$ cat config.mk
export PLATFORM = sky130hd
export DESIGN_NAME = uart_tty_echo_tx_buffer_core_flat
export DESIGN_NICKNAME = d
export VERILOG_FILES = /design/src/ute_pkg.sv /design/src/ute_in_if.sv /design/src/ute_out_if.sv /design/src/ute_ram.sv /design/src/ute_ctrl.sv /design/src/ute_dp.sv /design/src/uart_tty_echo_tx_buffer_core.sv /design/src/flat_wrapper.sv
export VERILOG_INCLUDE_DIRS = /design/src /design/src/src
export SDC_FILE = /design/constraint.sdc
export NUM_CORES = 1
export LEC_CHECK = 0
export ABC_AREA = 1
export BUFFER_PORTS_ARGS = -buffer_cell sky130_fd_sc_hd__buf_4
export CAP_MARGIN = 20
export CORE_AREA = 8 8 187 189
export DETAILED_ROUTE_END_ITERATION = 10
export DIE_AREA = 0 0 195 197
export GPL_TIMING_DRIVEN = 1
export PLACE_DENSITY_LB_ADDON = 0.25
export SKIP_CTS_REPAIR_TIMING = 1
export SYNTH_ARGS = -nofsm -noshare
export SYNTH_HDL_FRONTEND = slang
export SYNTH_HIERARCHICAL = 1
export SYNTH_SLANG_ARGS = --single-unit
$ cat constraint.sdc
create_clock -name i_clk -period 2.25 [get_ports i_clk]
set_input_delay 0.45 -clock i_clk [delete_from_list [all_inputs] [get_ports i_clk]]
set_output_delay 0.45 -clock i_clk [all_outputs]
set_load 0.005 [all_outputs]
$ cat src/uart_tty_echo_tx_buffer_core_defines.svh
`ifndef UART_TTY_ECHO_TX_BUFFER_CORE_DEFINES_SVH
`define UART_TTY_ECHO_TX_BUFFER_CORE_DEFINES_SVH

// Same-cycle implication, sampled on i_clk, off during reset.
`define UTE_ASSERT_NOW(label, ante, cons, msg) \
    label: assert property (@(posedge i_clk) disable iff (!i_rst_n) \
        (ante) |-> (cons)) else $error(msg);

// Next-cycle implication, sampled on i_clk, off during reset.
`define UTE_ASSERT_NEXT(label, ante, cons, msg) \
    label: assert property (@(posedge i_clk) disable iff (!i_rst_n) \
        (ante) |=> (cons)) else $error(msg);

`endif

$ cat src/ute_pkg.sv
package ute_pkg;

    localparam int FIFO_DEPTH = 8;
    localparam int PTR_W      = $clog2(FIFO_DEPTH);
    localparam int CNT_W      = $clog2(FIFO_DEPTH + 1);
    localparam int PADDR_W    = 3;

    localparam logic [1:0] KIND_RX_CHAR  = 2'd0;
    localparam logic [1:0] KIND_TX_READY = 2'd1;
    localparam logic [1:0] KIND_SW_WRITE = 2'd2;
    localparam logic [1:0] KIND_SW_READ  = 2'd3;

    localparam logic [1:0] SRC_NONE = 2'd0;
    localparam logic [1:0] SRC_ECHO = 2'd1;
    localparam logic [1:0] SRC_TX   = 2'd2;
    localparam logic [1:0] SRC_RX   = 2'd3;

    typedef struct packed {
        logic       tx_valid;
        logic [7:0] tx_byte;
        logic       read_valid;
        logic [7:0] read_byte;
        logic       write_accepted;
        logic       tx_irq_on;
        logic       wakeup;
        logic       rx_dropped;
        logic       echo_dropped;
    } t_result;

    typedef struct packed {
        logic       accept;
        logic       read_phase;
    } t_dp_cmd;

    typedef struct packed {
        logic       out_busy;
    } t_dp_status;

endpackage

$ cat src/ute_in_if.sv
interface ute_in_if;
    logic       valid;
    logic       ready;
    logic [1:0] kind;
    logic [7:0] in_byte;

    modport source (output valid, output kind, output in_byte, input ready);
    modport sink   (input valid, input kind, input in_byte, output ready);
endinterface

$ cat src/ute_out_if.sv
interface ute_out_if;
    logic       valid;
    logic       ready;
    logic       tx_valid;
    logic [7:0] tx_byte;
    logic       read_valid;
    logic [7:0] read_byte;
    logic       write_accepted;
    logic       tx_irq_on;
    logic       wakeup;
    logic       rx_dropped;
    logic       echo_dropped;

    modport source (
        output valid, output tx_valid, output tx_byte, output read_valid,
        output read_byte, output write_accepted, output tx_irq_on,
        output wakeup, output rx_dropped, output echo_dropped, input ready
    );
    modport sink (
        input valid, input tx_valid, input tx_byte, input read_valid,
        input read_byte, input write_accepted, input tx_irq_on,
        input wakeup, input rx_dropped, input echo_dropped, output ready
    );
endinterface

$ cat src/ute_ram.sv
module ute_ram #(
    parameter int WIDTH = 8,
    parameter int DEPTH = 8
) (
    input  logic                     i_clk,
    input  logic                     i_we,
    input  logic [$clog2(DEPTH)-1:0] i_waddr,
    input  logic [WIDTH-1:0]         i_wdata,
    input  logic                     i_re,
    input  logic [$clog2(DEPTH)-1:0] i_raddr,
    output logic [WIDTH-1:0]         o_rdata
);
    logic [WIDTH-1:0] r_mem [DEPTH];
    logic [WIDTH-1:0] r_rdata;

    always_ff @(posedge i_clk) begin
        if (i_we) begin
            r_mem[i_waddr] <= i_wdata;
        end
        if (i_re) begin
            r_rdata <= r_mem[i_raddr];
        end
    end

    assign o_rdata = r_rdata;
endmodule

$ cat src/ute_ctrl.sv
module ute_ctrl import ute_pkg::*; (
    input  logic       i_clk,
    input  logic       i_rst_n,
    input  logic       i_in_valid,
    input  logic [1:0] i_kind,
    input  t_dp_status i_status,
    output logic       o_in_ready,
    output t_dp_cmd    o_cmd
);
    localparam logic ST_IDLE = 1'b0;
    localparam logic ST_READ = 1'b1;

    logic r_state;
    logic n_state;
    logic accept;

    // hold off the input while in reset
    assign o_in_ready = i_rst_n && (r_state == ST_IDLE) && !i_status.out_busy;
    assign accept     = i_in_valid && o_in_ready;

    always_comb begin
        n_state = r_state;
        unique case (r_state)
            ST_IDLE: begin
                // pops wait in ST_READ for the store read data
                if (accept && (i_kind == KIND_TX_READY || i_kind == KIND_SW_READ)) begin
                    n_state = ST_READ;
                end
            end
            ST_READ: begin
                n_state = ST_IDLE;
            end
            default: begin
                n_state = ST_IDLE;
            end
        endcase
    end

    always_ff @(posedge i_clk) begin
        if (!i_rst_n) begin
            r_state <= ST_IDLE;
        end else begin
            r_state <= n_state;
        end
    end

    assign o_cmd.accept     = accept;
    assign o_cmd.read_phase = (r_state == ST_READ);
endmodule

$ cat src/ute_dp.sv
module ute_dp import ute_pkg::*; (
    input  logic       i_clk,
    input  logic       i_rst_n,
    input  t_dp_cmd    i_cmd,
    input  logic [1:0] i_kind,
    input  logic [7:0] i_byte,
    input  logic       i_cfg_we,
    input  logic       i_cfg_data,
    input  logic       i_out_ready,
    output logic       o_echo_en,
    output logic       o_out_valid,
    output t_result    o_result,
    output t_dp_status o_status
);
    logic [PTR_W-1:0] r_rx_head, r_rx_tail, r_echo_head, r_echo_tail;
    logic [PTR_W-1:0] r_tx_head, r_tx_tail;
    logic [CNT_W-1:0] r_rx_fill, r_echo_fill, r_tx_fill;
    logic [PTR_W-1:0] n_rx_head, n_rx_tail, n_echo_head, n_echo_tail;
    logic [PTR_W-1:0] n_tx_head, n_tx_tail;
    logic [CNT_W-1:0] n_rx_fill, n_echo_fill, n_tx_fill;
    logic             r_irq, n_irq;
    logic             r_echo_en;
    logic [1:0]       r_src, n_src;
    logic             r_out_valid;
    t_result          r_res;
    t_result          push_res;
    t_result          pop_res;

    logic rx_we, echo_we, tx_we;
    logic rx_re, echo_re, tx_re;
    logic [7:0] rx_rdata, echo_rdata, tx_rdata;
    logic rx_room, echo_room, tx_room;
    logic load_push;

    function automatic logic [PTR_W-1:0] ptr_inc(input logic [PTR_W-1:0] p);
        return (p == PTR_W'(FIFO_DEPTH - 1)) ? '0 : p + 1'b1;
    endfunction

    assign rx_room   = (r_rx_fill != CNT_W'(FIFO_DEPTH));
    assign echo_room = (r_echo_fill != CNT_W'(FIFO_DEPTH));
    assign tx_room   = (r_tx_fill != CNT_W'(FIFO_DEPTH));

    always_comb begin
        n_rx_head   = r_rx_head;
        n_rx_tail   = r_rx_tail;
        n_rx_fill   = r_rx_fill;
        n_echo_head = r_echo_head;
        n_echo_tail = r_echo_tail;
        n_echo_fill = r_echo_fill;
        n_tx_head   = r_tx_head;
        n_tx_tail   = r_tx_tail;
        n_tx_fill   = r_tx_fill;
        n_irq       = r_irq;
        n_src       = SRC_NONE;
        rx_we   = 1'b0;
        echo_we = 1'b0;
        tx_we   = 1'b0;
        rx_re   = 1'b0;
        echo_re = 1'b0;
        tx_re   = 1'b0;
        push_res = '0;
        if (i_cmd.accept) begin
            unique case (i_kind)
                KIND_RX_CHAR: begin
                    rx_we = rx_room;
                    push_res.rx_dropped = !rx_room;
                    if (rx_room) begin
                        n_rx_tail = ptr_inc(r_rx_tail);
                        n_rx_fill = r_rx_fill + 1'b1;
                    end
                    if (r_echo_en) begin
                        echo_we = echo_room;
                        push_res.echo_dropped = !echo_room;
                        if (echo_room) begin
                            n_echo_tail = ptr_inc(r_echo_tail);
                            n_echo_fill = r_echo_fill + 1'b1;
                        end
                        // echo queue going from empty to one entry
                        if (r_echo_fill == '0) begin
                            n_irq = 1'b1;
                        end
                    end
                end
                KIND_TX_READY: begin
                    if (r_echo_fill != '0) begin
                        echo_re     = 1'b1;
                        n_src       = SRC_ECHO;
                        n_echo_head = ptr_inc(r_echo_head);
                        n_echo_fill = r_echo_fill - 1'b1;
                    end else if (r_tx_fill != '0) begin
                        tx_re     = 1'b1;
                        n_src     = SRC_TX;
                        n_tx_head = ptr_inc(r_tx_head);
                        n_tx_fill = r_tx_fill - 1'b1;
                    end else begin
                        n_irq = 1'b0;
                    end
                end
                KIND_SW_WRITE: begin
                    tx_we = tx_room;
                    push_res.write_accepted = tx_room;
                    if (tx_room) begin
                        n_tx_tail = ptr_inc(r_tx_tail);
                        n_tx_fill = r_tx_fill + 1'b1;
                    end
                    n_irq = 1'b1;
                end
                KIND_SW_READ: begin
                    if (r_rx_fill != '0) begin
                        rx_re     = 1'b1;
                        n_src     = SRC_RX;
                        n_rx_head = ptr_inc(r_rx_head);
                        n_rx_fill = r_rx_fill - 1'b1;
                    end
                end
                default: begin
                end
            endcase
        end
        push_res.tx_irq_on = n_irq;
    end

    assign load_push = i_cmd.accept &&
                       (i_kind == KIND_RX_CHAR || i_kind == KIND_SW_WRITE);

    always_comb begin
        pop_res            = '0;
        pop_res.tx_irq_on  = r_irq;
        pop_res.tx_valid   = (r_src == SRC_ECHO) || (r_src == SRC_TX);
        pop_res.wakeup     = (r_src == SRC_TX);
        pop_res.read_valid = (r_src == SRC_RX);
        unique case (r_src)
            SRC_ECHO: pop_res.tx_byte   = echo_rdata;
            SRC_TX:   pop_res.tx_byte   = tx_rdata;
            SRC_RX:   pop_res.read_byte = rx_rdata;
            default: begin
            end
        endcase
    end

    ute_ram #(.WIDTH(8), .DEPTH(FIFO_DEPTH)) u_rx_ram (
        .i_clk   (i_clk),
        .i_we    (rx_we),
        .i_waddr (r_rx_tail),
        .i_wdata (i_byte),
        .i_re    (rx_re),
        .i_raddr (r_rx_head),
        .o_rdata (rx_rdata)
    );

    ute_ram #(.WIDTH(8), .DEPTH(FIFO_DEPTH)) u_echo_ram (
        .i_clk   (i_clk),
        .i_we    (echo_we),
        .i_waddr (r_echo_tail),
        .i_wdata (i_byte),
        .i_re    (echo_re),
        .i_raddr (r_echo_head),
        .o_rdata (echo_rdata)
    );

    ute_ram #(.WIDTH(8), .DEPTH(FIFO_DEPTH)) u_tx_ram (
        .i_clk   (i_clk),
        .i_we    (tx_we),
        .i_waddr (r_tx_tail),
        .i_wdata (i_byte),
        .i_re    (tx_re),
        .i_raddr (r_tx_head),
        .o_rdata (tx_rdata)
    );

    always_ff @(posedge i_clk) begin
        if (!i_rst_n) begin
            r_rx_head   <= '0;
            r_rx_tail   <= '0;
            r_rx_fill   <= '0;
            r_echo_head <= '0;
            r_echo_tail <= '0;
            r_echo_fill <= '0;
            r_tx_head   <= '0;
            r_tx_tail   <= '0;
            r_tx_fill   <= '0;
            r_irq       <= 1'b0;
            r_echo_en   <= 1'b1;
            r_src       <= SRC_NONE;
            r_out_valid <= 1'b0;
        end else begin
            r_rx_head   <= n_rx_head;
            r_rx_tail   <= n_rx_tail;
            r_rx_fill   <= n_rx_fill;
            r_echo_head <= n_echo_head;
            r_echo_tail <= n_echo_tail;
            r_echo_fill <= n_echo_fill;
            r_tx_head   <= n_tx_head;
            r_tx_tail   <= n_tx_tail;
            r_tx_fill   <= n_tx_fill;
            r_irq       <= n_irq;
            r_src       <= n_src;
            if (i_cfg_we) begin
                r_echo_en <= i_cfg_data;
            end
            if (load_push || i_cmd.read_phase) begin
                r_out_valid <= 1'b1;
            end else if (i_out_ready) begin
                r_out_valid <= 1'b0;
            end
        end
    end

    always_ff @(posedge i_clk) begin
        if (load_push) begin
            r_res <= push_res;
        end else if (i_cmd.read_phase) begin
            r_res <= pop_res;
        end
    end

    assign o_echo_en         = r_echo_en;
    assign o_out_valid       = r_out_valid;
    assign o_result          = r_res;
    assign o_status.out_busy = r_out_valid && !i_out_ready;
endmodule

$ cat src/uart_tty_echo_tx_buffer_core.sv
// TTY echo / transmit buffering core.
// i_in carries one event item per handshake: kind (received char, transmitter
// ready, software write, software read) and in_byte. o_out returns exactly one
// result item per event: the byte sent to the transmitter, the byte read by
// software, write acceptance, the transmit interrupt enable after the event,
// wakeup and the receive/echo drop flags.
// The APB port holds echo_enable at byte address 0; write it only while idle.
// A received char or software write loads its result straight into the output
// register; a transmitter ready or software read first passes through the
// registered read port of a FIFO store and then into the output register.
// Throughput: one push item per cycle while the output is not stalled; i_in is
// not ready during the store read of a pop, so a pop holds off the next item.
// Reset (synchronous, active low) empties all three FIFOs, clears the transmit
// interrupt enable and sets echo_enable to 1. No clearing pass is needed.
// When the receiver stalls, the result holds in the output register and i_in
// stays not ready until that result is taken or is being taken.
module uart_tty_echo_tx_buffer_core import ute_pkg::*; (
    input  logic               i_clk,
    input  logic               i_rst_n,
    ute_in_if.sink             i_in,
    ute_out_if.source          o_out,
    input  logic               psel,
    input  logic               penable,
    input  logic               pwrite,
    input  logic [PADDR_W-1:0] paddr,
    input  logic [31:0]        pwdata,
    output logic [31:0]        prdata,
    output logic               pready
);
    t_dp_cmd    cmd;
    t_dp_status status;
    t_result    result;
    logic       echo_en;
    logic       cfg_we;
    logic       in_ready;
    logic       out_valid;

    assign pready = 1'b1;
    assign cfg_we = psel && penable && pwrite && (paddr[PADDR_W-1] == 1'b0);
    assign prdata = (paddr[PADDR_W-1] == 1'b0) ? {31'd0, echo_en} : 32'd0;

    ute_ctrl u_ctrl (
        .i_clk      (i_clk),
        .i_rst_n    (i_rst_n),
        .i_in_valid (i_in.valid),
        .i_kind     (i_in.kind),
        .i_status   (status),
        .o_in_ready (in_ready),
        .o_cmd      (cmd)
    );

    ute_dp u_dp (
        .i_clk       (i_clk),
        .i_rst_n     (i_rst_n),
        .i_cmd       (cmd),
        .i_kind      (i_in.kind),
        .i_byte      (i_in.in_byte),
        .i_cfg_we    (cfg_we),
        .i_cfg_data  (pwdata[0]),
        .i_out_ready (o_out.ready),
        .o_echo_en   (echo_en),
        .o_out_valid (out_valid),
        .o_result    (result),
        .o_status    (status)
    );

    assign i_in.ready           = in_ready;
    assign o_out.valid          = out_valid;
    assign o_out.tx_valid       = result.tx_valid;
    assign o_out.tx_byte        = result.tx_byte;
    assign o_out.read_valid     = result.read_valid;
    assign o_out.read_byte      = result.read_byte;
    assign o_out.write_accepted = result.write_accepted;
    assign o_out.tx_irq_on      = result.tx_irq_on;
    assign o_out.wakeup         = result.wakeup;
    assign o_out.rx_dropped     = result.rx_dropped;
    assign o_out.echo_dropped   = result.echo_dropped;

`include "uart_tty_echo_tx_buffer_core_defines.svh"

    `UTE_ASSERT_NOW(a_stall_blocks_input, o_out.valid && !o_out.ready, !i_in.ready, "input taken while result stalled")
    `UTE_ASSERT_NOW(a_wakeup_needs_tx, o_out.valid && o_out.wakeup, o_out.tx_valid, "wakeup without a sent byte")
    `UTE_ASSERT_NOW(a_idle_bytes_zero, o_out.valid && !o_out.tx_valid && !o_out.read_valid, (o_out.tx_byte == 8'd0) && (o_out.read_byte == 8'd0), "byte field set without its valid flag")
    `UTE_ASSERT_NEXT(a_pop_takes_two, i_in.valid && i_in.ready && i_in.kind[0], !i_in.ready, "next item taken during store read")

endmodule

$ cat src/flat_wrapper.sv
// flat-port wrapper written by rule: the top's interface ports become plain ports
module uart_tty_echo_tx_buffer_core_flat import ute_pkg::*;
  (i_clk, i_rst_n, psel, penable, pwrite, paddr, pwdata, prdata, pready, i_in_valid, i_in_kind, i_in_in_byte, i_in_ready, o_out_valid, o_out_tx_valid, o_out_tx_byte, o_out_read_valid, o_out_read_byte, o_out_write_accepted, o_out_tx_irq_on, o_out_wakeup, o_out_rx_dropped, o_out_echo_dropped, o_out_ready);
  ute_in_if i_in_i ();
  ute_out_if o_out_i ();
  input  logic i_clk;
  input  logic i_rst_n;
  input  logic psel;
  input  logic penable;
  input  logic pwrite;
  input  logic [PADDR_W-1:0] paddr;
  input  logic [31:0] pwdata;
  output logic [31:0] prdata;
  output logic pready;
  input wire logic [$bits(i_in_i.valid)-1:0] i_in_valid;
  input wire logic [$bits(i_in_i.kind)-1:0] i_in_kind;
  input wire logic [$bits(i_in_i.in_byte)-1:0] i_in_in_byte;
  output wire logic [$bits(i_in_i.ready)-1:0] i_in_ready;
  output wire logic [$bits(o_out_i.valid)-1:0] o_out_valid;
  output wire logic [$bits(o_out_i.tx_valid)-1:0] o_out_tx_valid;
  output wire logic [$bits(o_out_i.tx_byte)-1:0] o_out_tx_byte;
  output wire logic [$bits(o_out_i.read_valid)-1:0] o_out_read_valid;
  output wire logic [$bits(o_out_i.read_byte)-1:0] o_out_read_byte;
  output wire logic [$bits(o_out_i.write_accepted)-1:0] o_out_write_accepted;
  output wire logic [$bits(o_out_i.tx_irq_on)-1:0] o_out_tx_irq_on;
  output wire logic [$bits(o_out_i.wakeup)-1:0] o_out_wakeup;
  output wire logic [$bits(o_out_i.rx_dropped)-1:0] o_out_rx_dropped;
  output wire logic [$bits(o_out_i.echo_dropped)-1:0] o_out_echo_dropped;
  input wire logic [$bits(o_out_i.ready)-1:0] o_out_ready;
  assign i_in_i.valid = i_in_valid;
  assign i_in_i.kind = i_in_kind;
  assign i_in_i.in_byte = i_in_in_byte;
  assign i_in_ready = i_in_i.ready;
  assign o_out_valid = o_out_i.valid;
  assign o_out_tx_valid = o_out_i.tx_valid;
  assign o_out_tx_byte = o_out_i.tx_byte;
  assign o_out_read_valid = o_out_i.read_valid;
  assign o_out_read_byte = o_out_i.read_byte;
  assign o_out_write_accepted = o_out_i.write_accepted;
  assign o_out_tx_irq_on = o_out_i.tx_irq_on;
  assign o_out_wakeup = o_out_i.wakeup;
  assign o_out_rx_dropped = o_out_i.rx_dropped;
  assign o_out_echo_dropped = o_out_i.echo_dropped;
  assign o_out_i.ready = o_out_ready;
  uart_tty_echo_tx_buffer_core u_core (.i_clk(i_clk), .i_rst_n(i_rst_n), .i_in(i_in_i), .o_out(o_out_i), .psel(psel), .penable(penable), .pwrite(pwrite), .paddr(paddr), .pwdata(pwdata), .prdata(prdata), .pready(pready));
endmodule
Yosys cells after proc, flatten, opt, wreduce, memory -nomap -nowiden
Memory sizes are Yosys's and may differ from the RTL's. A register that Yosys moved wholly into a read port is not among the register bits.
Index checks and enable logic that the tools add are counted.
{"block": "word_totals", "reg_bits": 59, "ramBits": 192, "in_bits": 52, "output_inout_bits": 58, "word_cells": 163, "n_memories": 3}
{"memory": "u_core.u_dp.u_echo_ram.r_mem", "depth": 8, "word_bits": 8, "rd": 1, "rd_clocked_by_memory_dff": 1, "wr": 1, "line": "ute_ram.sv:13", "rtl": "logic [WIDTH-1:0] r_mem [DEPTH];"}
{"memory": "u_core.u_dp.u_rx_ram.r_mem", "depth": 8, "word_bits": 8, "rd": 1, "rd_clocked_by_memory_dff": 1, "wr": 1, "line": "ute_ram.sv:13"}
{"memory": "u_core.u_dp.u_tx_ram.r_mem", "depth": 8, "word_bits": 8, "rd": 1, "rd_clocked_by_memory_dff": 1, "wr": 1, "line": "ute_ram.sv:13"}
{"block": "classes", "n_addsub": 12, "n_eq_ne": 23, "mux": 62, "bitwise_logic": 3, "n_reduce_logical": 37}
{"cell": "two-way mux 1 bit", "n": 33}
{"cell": "two-way mux 4 bit", "n": 8}
{"cell": "case mux 4 bit (2 select lines)", "n": 3}
{"cell": "adder 3 x 1 -> 3 bit, second input constant", "n": 6}
{"cell": "equality test 3 bit, second input constant", "n": 6}
{"cell": "two-way mux 3 bit", "n": 6}
{"cell": "inequality test 2 bit, second input constant", "n": 8}
{"cell": "case mux 8 bit (2 select lines)", "n": 1}
{"cell": "adder 4 x 1 -> 4 bit, second input constant", "n": 3}
{"cell": "inequality test 4 bit, second input constant", "n": 3}
{"cell": "AND reduction 3 bit", "n": 4}
{"cell": "AND reduction 4 bit", "n": 3}
{"cell": "nonzero test 4 bit", "n": 3}
{"cell": "subtractor 4 x 1 -> 4 bit, second input constant", "n": 3}
{"cell": "two-way mux 2 bit", "n": 5}
{"cell": "two-way mux 5 bit", "n": 2}
{"cell": "AND reduction 5 bit", "n": 2}
{"cell": "nonzero test 2 bit", "n": 5}
{"cell": "logical AND 1 bit", "n": 9}
{"cell": "equality test 2 bit, second input constant", "n": 4}
{"cell": "two-way mux 8 bit", "n": 1}
{"cell": "equality test 2 x 1 -> 1 bit, second input constant", "n": 2}
{"cell": "logical NOT 1 bit", "n": 4}
{"cell": "logical NOT 4 bit", "n": 1}
{"cell": "other kinds (7)", "n": 12}

Logic depth before layout (Yosys ltp)
Gate-level depths: netlist of run 1.
{"block": "depth", "ltp_word": 8, "ltp_mapped": 14, "ltp_nobuf": 13}

Cells and area by module
The synthesis of run 1 kept the hierarchy.
{"module": "ute_ram", "n_inst": 3, "cells_per_inst": 303, "area_per_inst_um2": 3130.5, "seq_area_each_um2": 2162.1}
{"module": "ute_dp", "n_inst": 1, "cells_per_inst": 372, "area_per_inst_um2": 2902.8, "seq_area_each_um2": 1201.2}
{"module": "uart_tty_echo_tx_buffer_core", "n_inst": 1, "cells_per_inst": 40, "area_per_inst_um2": 272.8, "seq_area_each_um2": 0.0}
{"module": "ute_ctrl", "n_inst": 1, "cells_per_inst": 11, "area_per_inst_um2": 76.3, "seq_area_each_um2": 20.0}

Worst setup path after synthesis of run 1
No wires, ideal clock.
{"block": "synth_path", "kind": "input-to-reg", "from": "input port o_out_ready", "to": "memory u_core.u_dp.u_echo_ram.r_mem[1][0], enable pin", "t_arrival_ps": 1833, "required_ps": 1880, "slack_ps": 47, "path_stages": 11, "path_buffers": 1, "path_cell_list": "nor2_1 inv_1 nand4_2 inv_1 buf_4 nand2_1 nor2_1 nand3_1 clkinv_1 nand2_1 nor2_1"}
{"block": "synth_via", "elab_chain_cells": 8}
{"item": "start: declaration", "line": "flat_wrapper.sv:29", "rtl": "input wire logic [$bits(o_out_i.ready)-1:0] o_out_ready;"}
{"item": "logical NOT 1 bit", "line": "ute_dp.sv:220", "rtl": "assign o_status.out_busy = r_out_valid && !i_out_ready;"}
{"item": "logical AND 1 bit", "line": "ute_dp.sv:220"}
{"item": "logical NOT 1 bit", "line": "ute_ctrl.sv:18", "rtl": "assign o_in_ready = i_rst_n && (r_state == ST_IDLE) && !i_status.out_busy;"}
{"item": "logical AND 1 bit", "line": "ute_ctrl.sv:18"}
{"item": "logical AND 1 bit", "line": "ute_ctrl.sv:19", "rtl": "assign accept = i_in_valid && o_in_ready;"}
{"item": "via u_core.u_ctrl.accept", "line": "ute_ctrl.sv:15", "rtl": "logic accept;"}
{"item": "two-way mux 1 bit", "line": "ute_dp.sv:62", "rtl": "if (i_cmd.accept) begin"}
{"item": "via u_core.u_dp.echo_we", "line": "ute_dp.sv:29", "rtl": "logic rx_we, echo_we, tx_we;"}
{"item": "two-way mux 1 bit", "line": "ute_ram.sv:17", "rtl": "if (i_we) begin"}
{"item": "two-way mux 1 bit (implied by the code)", "line": "ute_ram.sv:18", "rtl": "r_mem[i_waddr] <= i_wdata;"}
{"item": "end: declaration", "line": "ute_ram.sv:13"}
The timed path passes the listed nets, and every way through them passes these cells.

==> metrics, run 1 <==
Fin Hold WS=between 0.1 and 0.15 ns; register cell area after layout=roughly 7700 um2; Congestion Overflow GR=0; Max VDD drop=0.000613 V; DIE WIDTH=195 um; combinational power share=about 4%; Num Clock Sinks=around 280; unique cell type count in the Yosys netlist=36; CP max FO=8; pin count of the biggest net entering global routing=33; Pre-antenna DRT Iters=5; core area=32,000 um2; most common library cells after synthesis=401 x nand2_1, 242 x inv_1, 220 x edfxtp_1; FP Rows=66; Tcrit/Tclk final=91.4%; total track usage=14.0%; Final Hold Fails=0; clk_skew=0.00789 ns; DRT Wirelength=27,600 um; sw frac=21.1%; RSZ-0062 raised after global routing=no; setup TNS=0 ns; CTS clock-pin slew for the worst setup and hold paths=0.06 ns; post-synthesis sequential area ratio=between 60% and 70%; GRT busiest layer=met2; met3 Usage GRT=2.22%; synth top area cells=edfxtp_1 52%, nand2_1 12%, dfxtp_1 8.7%, inv_1 7.2%, nand3_1 4.9%; Seq pwr share=a little over half; FMAX=486 MHz; min-delay src=pwdata[0]; final instance area=~14,000 um2; slew margin rel.=56.6%; clk root buf=clkbuf_16; count leader, synth=nand2_1; Most used DFF post-synth=edfxtp_1; CTS buffer count=30; Placed Area=13,300 um2; Psw=approximately 0.0022 W; later-pin clock latency in the skew report=0.55 ns; Gate Count Post-Synth=1,332; M2 GR Usage=22.6%; Non-Filler Instances=between 1.5k and 2k; final setup violation count=0; total of max-cap violations=0; clock tree buffer depth=3; Die Span Y=slightly below 200 um; mean post-synth cell area=between 9 and 10 um2; ANT cells=0; hold worst-path end=u_core/u_dp/o_echo_en$_SDFFE_PN1P_; Lkg Pwr=6.39 nW; vias post-DR=8,501; RR Endpoint=u_core/u_dp/u_echo_ram/r_mem[4][3]$_DFFE_PP_; async set or reset register ratio after synthesis=0%; gp weighted congestion=0.788; Reg2Reg Depth=13; R2R setup slack=0.19 ns; Die ar.=about 38,000 um2; Max Transition Viols Final=0; placed cells=1,781; Hold Crit Class=in -> reg; Critical Path Sink Type=flop; area share of the largest cell type after synthesis=between 50% and 60%; first-pass GRT wire length=42,700 um; DR vias/cell=4.63; antenna violations before repair=0; number of global-route vias before repair=7,873; Crit path required time=2.50 ns; cell count of the worst hold path=3; Critical Path Start Type=flop; Worst EP arrival=2.31 ns; Multi-input gate area=~3500 um2; Yosys reg bits=275; Synth-to-Final Area Change=13.0%; Critical R2R Launch=u_core/u_dp/o_out_valid$_SDFFE_PN0P_; H-tree levels=1; routed length per instance=between 15 and 20 um; DRC=0; cell area after synthesis=around 13,000 um2; Final Net Count=roughly 1.5k; Layout fillers=3,066; critical path class=reg -> reg; number of synthesized flops with an enable pin=220; TritonCTS clock tree=yes; worst-margin pin slew=0.648 ns; Overall Power=~0.011 W; Clk pwr share=43.5%; IO Count=110; ANT nets after route=0; Ys Warns=6; PortBufs=44; share of layout cells above drive strength 1=11.7%; Tmin final=2.06 ns; met1 usage=19.4%; Synth area leader=edfxtp_1; initial core utilization=39.5%; run status=finished, final reports clean; Int Power=0.00832 W; Pwr per Cell Area=roughly 740 nW/um2; DRT iter0 DRCs=about 500; Post-DP HPWL=18,100 um
cell families (layout without fill, tap and decap cells):
kind of cell             after synthesis  count (layout)  synth area share, %
AO/OA/AOI/OAI                         69              69                 3.26
XOR/XNOR                               4               4                0.277
adder cells (fa/ha/maj)               24              24                 2.55
buffers and inverters                334             401                 12.5
flip-flops                           275             275                 61.0
other                                  2              32               0.0594
AND/OR/NAND/NOR                      624             624                 20.4
worst max-delay path, stage by stage, from the launching register on:
cell      delay, ns
dfxtp_1        0.30
inv_1          0.05
nor2_1         0.04
inv_1          0.06
nand4_2        0.10
inv_1          0.09
nand2_1        0.08
nor2_2         0.13
nand3_2        0.18
clkinv_1       0.15
nand2_2        0.14
buf_4          0.16
nor2_1         0.08
buf_4          0.18
state kept, by name (all words and copies together), names as in the netlist, 2 cells and up:
name	count
u_core/u_dp/u_rx_ram/o_rdata	8
u_core/u_dp/u_tx_ram/r_mem	64
u_core/u_dp/r_tx_tail	3
u_core/u_dp/r_rx_fill	4
u_core/u_dp/r_echo_fill	4
u_core/u_dp/r_rx_head	3
u_core/u_dp/r_echo_tail	3
u_core/u_dp/r_echo_head	3
u_core/u_dp/u_rx_ram/r_mem	64
u_core/u_dp/u_echo_ram/o_rdata	8
u_core/u_dp/r_rx_tail	3
u_core/u_dp/r_tx_fill	4
u_core/u_dp/u_tx_ram/o_rdata	8
u_core/u_dp/r_tx_head	3
u_core/u_dp/r_src	2
u_core/u_dp/o_result	23
u_core/u_dp/u_echo_ram/r_mem	64
area by class of cell:
cell class              count  share of cell area (%)
flip-flops and latches    275                    54.0
multi-input cells         753                    24.6
inverters                 256                    6.80
clock buffers              45                    5.87
repair buffers             89                    4.68
well taps                 408                    3.57
clock inverters            11                   0.578
through the flow:
stage               setup slack [ns]  utilization (%)
floorplan                     0.0472                -
global placement              -0.195             41.6
detailed placement            -0.224             41.6
CTS                          -0.0503             44.5
global route                  0.0113             44.6
finish                         0.193             44.6
placed cells by master (no fill, tap or decap), drive strengths merged, types with 2 or more instances in the layout:
master	n
nor2	86
nand3	125
buf	89
nor3	2
a21oi	30
clkinv	9
ha	21
conb	32
o21ai	21
dfxtp	55
a22oi	6
nand2	404
xnor2	3
fa	3
nand4	6
edfxtp	220
o211a	3
a22o	8
clkbuf	45
inv	257
metal layers:
layer / share of wire, % / up-vias / wire [um]
li1: - / 4291 / -
met1: 47 / 3974 / 12900
met2: 45 / 194 / 12500
met3: 6.1 / 42 / 1680
met4: 1.9 / 0 / 518
met5: 0 / - / 0
power groups by stage:
stage	clock network (W)	logic [W]	registers, W
finish	0.00458	0.000414	0.00554
floorplan	0	0.000268	0.00564
global route	0.00488	0.000471	0.00554
CTS	0.00472	0.000417	0.00554
detailed placement	0	0.000415	0.00565
global placement	0	0.000410	0.00565
worst max path at each step:
stage | from | end | slack [ns] | cells past startpoint
after floorplan | o_out_ready | u_core/u_dp/u_echo_ram/r_mem[1][0]$_DFFE_PP_ | 0.05 | 11
after global placement | o_out_ready | u_core/u_dp/u_echo_ram/r_mem[5][1]$_DFFE_PP_ | -0.20 | 11
after global routing | u_core/u_dp/o_out_valid$_SDFFE_PN0P_ | u_core/u_dp/u_echo_ram/r_mem[3][7]$_DFFE_PP_ | 0.01 | 11
after CTS | u_core/u_dp/o_out_valid$_SDFFE_PN0P_ | u_core/u_dp/u_echo_ram/r_mem[3][4]$_DFFE_PP_ | -0.05 | 11
after detailed placement | o_out_ready | u_core/u_dp/u_echo_ram/r_mem[3][4]$_DFFE_PP_ | -0.22 | 11
final | u_core/u_dp/o_out_valid$_SDFFE_PN0P_ | u_core/u_dp/u_echo_ram/r_mem[4][3]$_DFFE_PP_ | 0.19 | 13
No activity file was read; power rests on OpenSTA's default activity.
==> inputs of run 2 (changes only) <==
clock period = 2.2 ns   (was 2.25 ns; I/O delays follow)
==> metrics, run 2 (synthesis results as in run 1) <==
DIE WIDTH=195 um (unchanged); ANT cells=0 (unchanged); H-tree levels=1 (unchanged); met3 Usage GRT=2.52% (was 2.22%); total track usage=14.3% (was 14.0%); FMAX=488 MHz (was 486 MHz); ANT nets after route=0 (unchanged); DRC=0 (unchanged); Pwr per Cell Area=778 nW/um2 (was 738 nW/um2); Overall Power=0.0112 W (was 0.0105 W); slew margin rel.=55.8% (was 56.6%); commonest non-fill, non-tap cell in the layout=nand2_1 (unchanged); Synth-to-Final Area Change=14.2% (was 13.0%); DRT iter0 DRCs=449 (was 502); Hold Crit Class=in -> reg (unchanged); CTS clock-pin slew for the worst setup and hold paths=0.06 ns (about the same); IO Count=110 (unchanged); CP max FO=8 (unchanged); pin count of the biggest net entering global routing=33 (unchanged); Regs by FF count=u_core/u_dp/u_echo_ram/r_mem (64), u_core/u_dp/u_rx_ram/r_mem (64), u_core/u_dp/u_tx_ram/r_mem (64) (unchanged); Tcrit/Tclk final=93.2% (was 91.4%); antenna violations before repair=0 (unchanged); most frequent cells in the layout=400 x nand2_1, 242 x inv_1, 220 x edfxtp_1 (was 399 x nand2_1, 242 x inv_1, 220 x edfxtp_1); vias post-DR=8,451 (was 8,501); placed cells=1,784 (was 1,781); initial core utilization=39.5% (unchanged); later-pin clock latency in the skew report=0.54 ns (was 0.55 ns); Tmin final=2.05 ns (was 2.06 ns); Lkg Pwr=6.48 nW (was 6.39 nW); Num Clock Sinks=275 (unchanged); Crit path required time=2.44 ns (was 2.50 ns); CTS buffer count=31 (was 30); routed length per instance=15.1 um (was 15.0 um); Critical Path Start Type=flop (unchanged); clk root buf=clkbuf_16 (unchanged); Pre-antenna DRT Iters=5 (unchanged); Max VDD drop=0.000584 V (was 0.000613 V); critical path class=reg -> reg (unchanged); Die Span Y=197 um (unchanged); TritonCTS clock tree=yes (unchanged); FP Rows=66 (unchanged); clock tree buffer depth=3 (unchanged); DRT Wirelength=27,800 um (was 27,600 um); RSZ-0062 raised after global routing=no (unchanged); first-pass GRT wire length=44,000 um (was 42,700 um); Congestion Overflow GR=0 (unchanged); total of max-cap violations=0 (unchanged); DR vias/cell=4.59 (was 4.63); clk_skew=0.0108 ns (was 0.00789 ns); PortBufs=44 (unchanged); Fin Hold WS=0.116 ns (was 0.113 ns); number of global-route vias before repair=8,219 (was 7,873); GRT busiest layer=met2 (unchanged); Max Transition Viols Final=0 (unchanged); gp weighted congestion=0.818 (was 0.788); core area=32,000 um2 (unchanged); worst-margin pin slew=0.661 ns (was 0.648 ns); Final Net Count=1,485 (was 1,481); run status=finished, final reports clean (unchanged); Die ar.=38,400 um2 (unchanged); final setup violation count=0 (unchanged); Worst EP arrival=2.29 ns (was 2.31 ns); share of layout cells above drive strength 1=12.4% (was 11.7%); Post-DP HPWL=18,200 um (was 18,100 um); Critical Path Sink Type=flop (unchanged); M2 GR Usage=23.8% (was 22.6%); met1 usage=19.3% (was 19.4%); Non-Filler Instances=1,841 (was 1,837); Final Hold Fails=0 (unchanged)
## run 2: cell count changes in the layout (fill, tap and decap cells not counted), sizes merged
cell / previous run / this run
buf: 89 / 92
bufinv: 1 / 0
clkbuf: 45 / 48
clkinv: 9 / 8
## run 2: power by group
part	internal, W	switching (W)
registers	0.00564	0.0000264
clock network	0.00312	0.00202
logic	0.000127	0.000298
## run 2: routing by layer
metal,up-vias,share of wire (%)
met5,-,0
met3,36,5.3
met4,0,1.7
li1,4288,-
met2,170,46
met1,3957,47
## run 2: final cells by class
class,count,area (um2)
Multi-Input combinational cell,753,3500
Clock inverter,9,57.6
Tap cell,408,510
Inverter,256,971
Timing Repair Buffer,92,691
Clock buffer,48,998
Sequential cell,275,7710
Fill cell,3079,17600
## run 2: final timing paths
check | start | cells past startpoint | slack, ns | end
worst max-delay path | u_core/u_dp/o_out_valid$_SDFFE_PN0P_ | 13 | 0.15 | u_core/u_dp/u_echo_ram/r_mem[4][5]$_DFFE_PP_
worst min register to register | u_core/u_dp/o_result[11]$_SDFFE_PP0P_ | 2 | 0.46 | u_core/u_dp/o_result[11]$_SDFFE_PP0P_
worst min-delay path | pwdata[0] | 3 | 0.12 | u_core/u_dp/o_echo_en$_SDFFE_PN1P_
worst max register to register | u_core/u_dp/o_out_valid$_SDFFE_PN0P_ | 13 | 0.15 | u_core/u_dp/u_echo_ram/r_mem[4][5]$_DFFE_PP_
## run 2: critical path: stages, from the launching register on
cell and delay [ns]:
dfxtp_1 0.31, inv_1 0.04, nor2_1 0.04, inv_1 0.06, nand4_2 0.10, inv_1 0.09, nand2_1 0.08, nor2_2 0.13
nand3_2 0.19, clkinv_1 0.15, nand2_2 0.13, buf_4 0.15, nor2_1 0.08, buf_4 0.18
## run 2: stage by stage
| step | utilization (%) | TNS [ns] | setup slack (ns) | area, um2 |
|---|---|---|---|---|
| global placement | 41.7 | -8.44 | -0.262 | 13400 |
| CTS | 45.0 | -2.02 | -0.0848 | 14400 |
| floorplan | - | 0 | 0.00723 | 12800 |
| detailed placement | 41.7 | -8.52 | -0.252 | 13400 |
| global route | 45.0 | 0 | 0.0479 | 14400 |
| finish | 45.0 | 0 | 0.150 | 14400 |
==> inputs of run 3 (changes only) <==
clock period = 1.7 ns   (was 2.2 ns; I/O delays follow)
==> metrics, run 3 (synthesis results as in run 1) <==
met3 Usage GRT=1.88% (was 2.52%); crit-path leading delay family=simple AND/OR/NAND/NOR gates (unchanged); Max VDD drop=0.000771 V (was 0.000584 V); Regs by FF count=u_core/u_dp/u_echo_ram/r_mem (64), u_core/u_dp/u_rx_ram/r_mem (64), u_core/u_dp/u_tx_ram/r_mem (64) (unchanged); FMAX=565 MHz (was 488 MHz); pin count of the biggest net entering global routing=33 (unchanged); Critical Path Start Type=flop (unchanged); commonest non-fill, non-tap cell in the layout=nand2_1 (unchanged); total of max-cap violations=0 (unchanged); M2 GR Usage=25.0% (was 23.8%); worst-margin pin slew=0.550 ns (was 0.661 ns); run status=finished with violations (was finished, final reports clean); FP Rows=66 (unchanged); antenna violations before repair=0 (unchanged); core area=32,000 um2 (unchanged); Post-DP HPWL=19,300 um (was 18,200 um); Pre-antenna DRT Iters=7 (was 5); Congestion Overflow GR=0 (unchanged); CTS buffer count=29 (was 31); CP max FO=8 (unchanged); Tcrit/Tclk final=104% (was 93.2%); clock tree buffer depth=3 (unchanged); share of layout cells above drive strength 1=14.9% (was 12.4%); Reg2Reg Depth=11 (was 13); routed length per instance=15.4 um (was 15.1 um); vias post-DR=8,457 (was 8,451); H-tree levels=1 (unchanged); Int Power=0.0114 W (was 0.00889 W); Psw=0.00295 W (was 0.00234 W); DRT iter0 DRCs=466 (was 449); post-route setup slack=-0.0700 ns (was 0.150 ns); DIE WIDTH=195 um (unchanged); PortBufs=44 (unchanged); Die Span Y=197 um (unchanged); slew margin rel.=63.3% (was 55.8%); Worst EP arrival=1.98 ns (was 2.29 ns); clk_skew=0.00856 ns (was 0.0108 ns); sw frac=20.6% (was 20.8%); Max Transition Viols Final=0 (unchanged); initial core utilization=39.5% (unchanged); ANT nets after route=0 (unchanged); slowest stage cell on the critical path=dfxtp_2 (was dfxtp_1); Clk pwr share=44.4% (was 45.7%); CTS clock-pin slew for the worst setup and hold paths=0.06 ns (about the same); final core occ=46.1% (was 45.0%); Non-Filler Instances=1,850 (was 1,841); RSZ-0062 raised after global routing=yes (was no); GRT busiest layer=met2 (unchanged); later-pin clock latency in the skew report=0.54 ns (about the same); Pwr per Cell Area=969 nW/um2 (was 778 nW/um2); placed cells=1,796 (was 1,784); Critical Path Sink Type=flop (unchanged); final setup violation count=126 (was 0); Crit path required time=1.91 ns (was 2.44 ns); Lkg Pwr=6.53 nW (was 6.48 nW); Seq pwr share=51.2% (was 50.5%); Num Clock Sinks=275 (unchanged); cell chain of the critical path=inv_2 -> nor2_4 -> inv_2 -> nand4_4 -> inv_4 -> nand2_4 -> nor2_4 -> nand3_4 -> clkinv_4 -> nand2_8 -> nor2_4 (was inv_1 -> nor2_1 -> inv_1 -> nand4_2 -> inv_1 -> nand2_1 -> nor2_2 -> nand3_2 -> clkinv_1 -> nand2_2 -> buf_4 -> nor2_1 -> buf_4); DRT Wirelength=28,400 um (was 27,800 um); DRC=0 (unchanged); met1 usage=19.5% (was 19.3%); critical path depth=11 (was 13); Tmin final=1.77 ns (was 2.05 ns); most frequent cells in the layout=394 x nand2_1, 239 x inv_1, 220 x edfxtp_1 (was 400 x nand2_1, 242 x inv_1, 220 x edfxtp_1); most frequent CP cell=nor2_4 (was inv_1); ANT cells=0 (unchanged); Hold Crit Class=in -> reg (unchanged); gp weighted congestion=0.813 (was 0.818); IO Count=110 (unchanged); setup TNS=-3.69 ns (was 0 ns); cell count of the worst hold path=3 (unchanged); clk root buf=clkbuf_16 (unchanged); combinational power share=4.4% (was 3.8%); critical path class=reg -> reg (unchanged); Final Net Count=1,497 (was 1,485); total track usage=14.6% (was 14.3%); DR vias/cell=4.57 (was 4.59); Die ar.=38,400 um2 (unchanged); number of global-route vias before repair=8,019 (was 8,219); biggest cell delay along the critical path=0.32 ns (was 0.31 ns); first-pass GRT wire length=44,500 um (was 44,000 um); Overall Power=0.0143 W (was 0.0112 W); Final Hold Fails=0 (unchanged); Layout fillers=3,045 (was 3,079); Synth-to-Final Area Change=16.9% (was 14.2%); violated checks=setup timing; Buf/Inv on CP=4 (was 6); TritonCTS clock tree=yes (unchanged)
## run 3: changes by cell type in the layout (fill, tap and decap cells not counted), moves of 4 or more
cell and change:
nor2_1 -21, nor2_4 +18, buf_4 +7, buf_12 +6, nand2_1 -6, clkbuf_8 -5
clkbuf_16 -4
## run 3: worst paths after layout
kind / from / to / slack [ns]
setup / recovery: u_core/u_dp/o_out_valid$_SDFFE_PN0P_ / u_core/u_dp/u_echo_ram/r_mem[1][3]$_DFFE_PP_ / -0.07
hold / removal: pwdata[0] / u_core/u_dp/o_echo_en$_SDFFE_PN1P_ / 0.01
setup reg to reg: u_core/u_dp/o_out_valid$_SDFFE_PN0P_ / u_core/u_dp/u_echo_ram/r_mem[1][3]$_DFFE_PP_ / -0.07
hold reg to reg: u_core/u_dp/o_result[2]$_SDFFE_PP0P_ / u_core/u_dp/o_result[2]$_SDFFE_PP0P_ / 0.46
## run 3: cell type report
cell class / count / area (um2) / area share [%]
Clock buffer: 42 / 841 / 5.69
Clock inverter: 10 / 123 / 0.830
Inverter: 256 / 986 / 6.67
Multi-Input combinational cell: 753 / 3730 / 25.3
Sequential cell: 275 / 7710 / 52.2
Tap cell: 408 / 510 / 3.45
Timing Repair Buffer: 106 / 875 / 5.92
## run 3: power by group through the flow
stage / logic, W / registers [W] / clock network, W
after floorplan: 0.000375 / 0.00747 / 0
after global placement: 0.000608 / 0.00748 / 0
after detailed placement: 0.000618 / 0.00748 / 0
after CTS: 0.000619 / 0.00733 / 0.00650
after global routing: 0.000701 / 0.00734 / 0.00673
final: 0.000625 / 0.00734 / 0.00636
## run 3: routing by layer
layer / share of wire, % / up-vias
li1: - / 4323
met1: 46 / 3946
met5: 0 / -
met3: 4.0 / 42
met4: 1.8 / 0
met2: 48 / 146
## run 3: metrics by stage
step | hold WS [ns] | setup WS (ns) | instance area, um2
global placement | 0.452 | -0.234 | 13700
finish | 0.0138 | -0.0700 | 14800
global route | 0.00456 | -0.170 | 14800
detailed placement | 0.458 | -0.250 | 13700
CTS | -0.00635 | -0.200 | 14700
floorplan | 0.439 | -0.0737 | 13000
## run 3: worst register-to-register path, delay by kind of cell (launching register included)
family	cells	cell delay (ns)
flip-flops	1	0.32
AND/OR/NAND/NOR	7	0.79
buffers and inverters	4	0.33
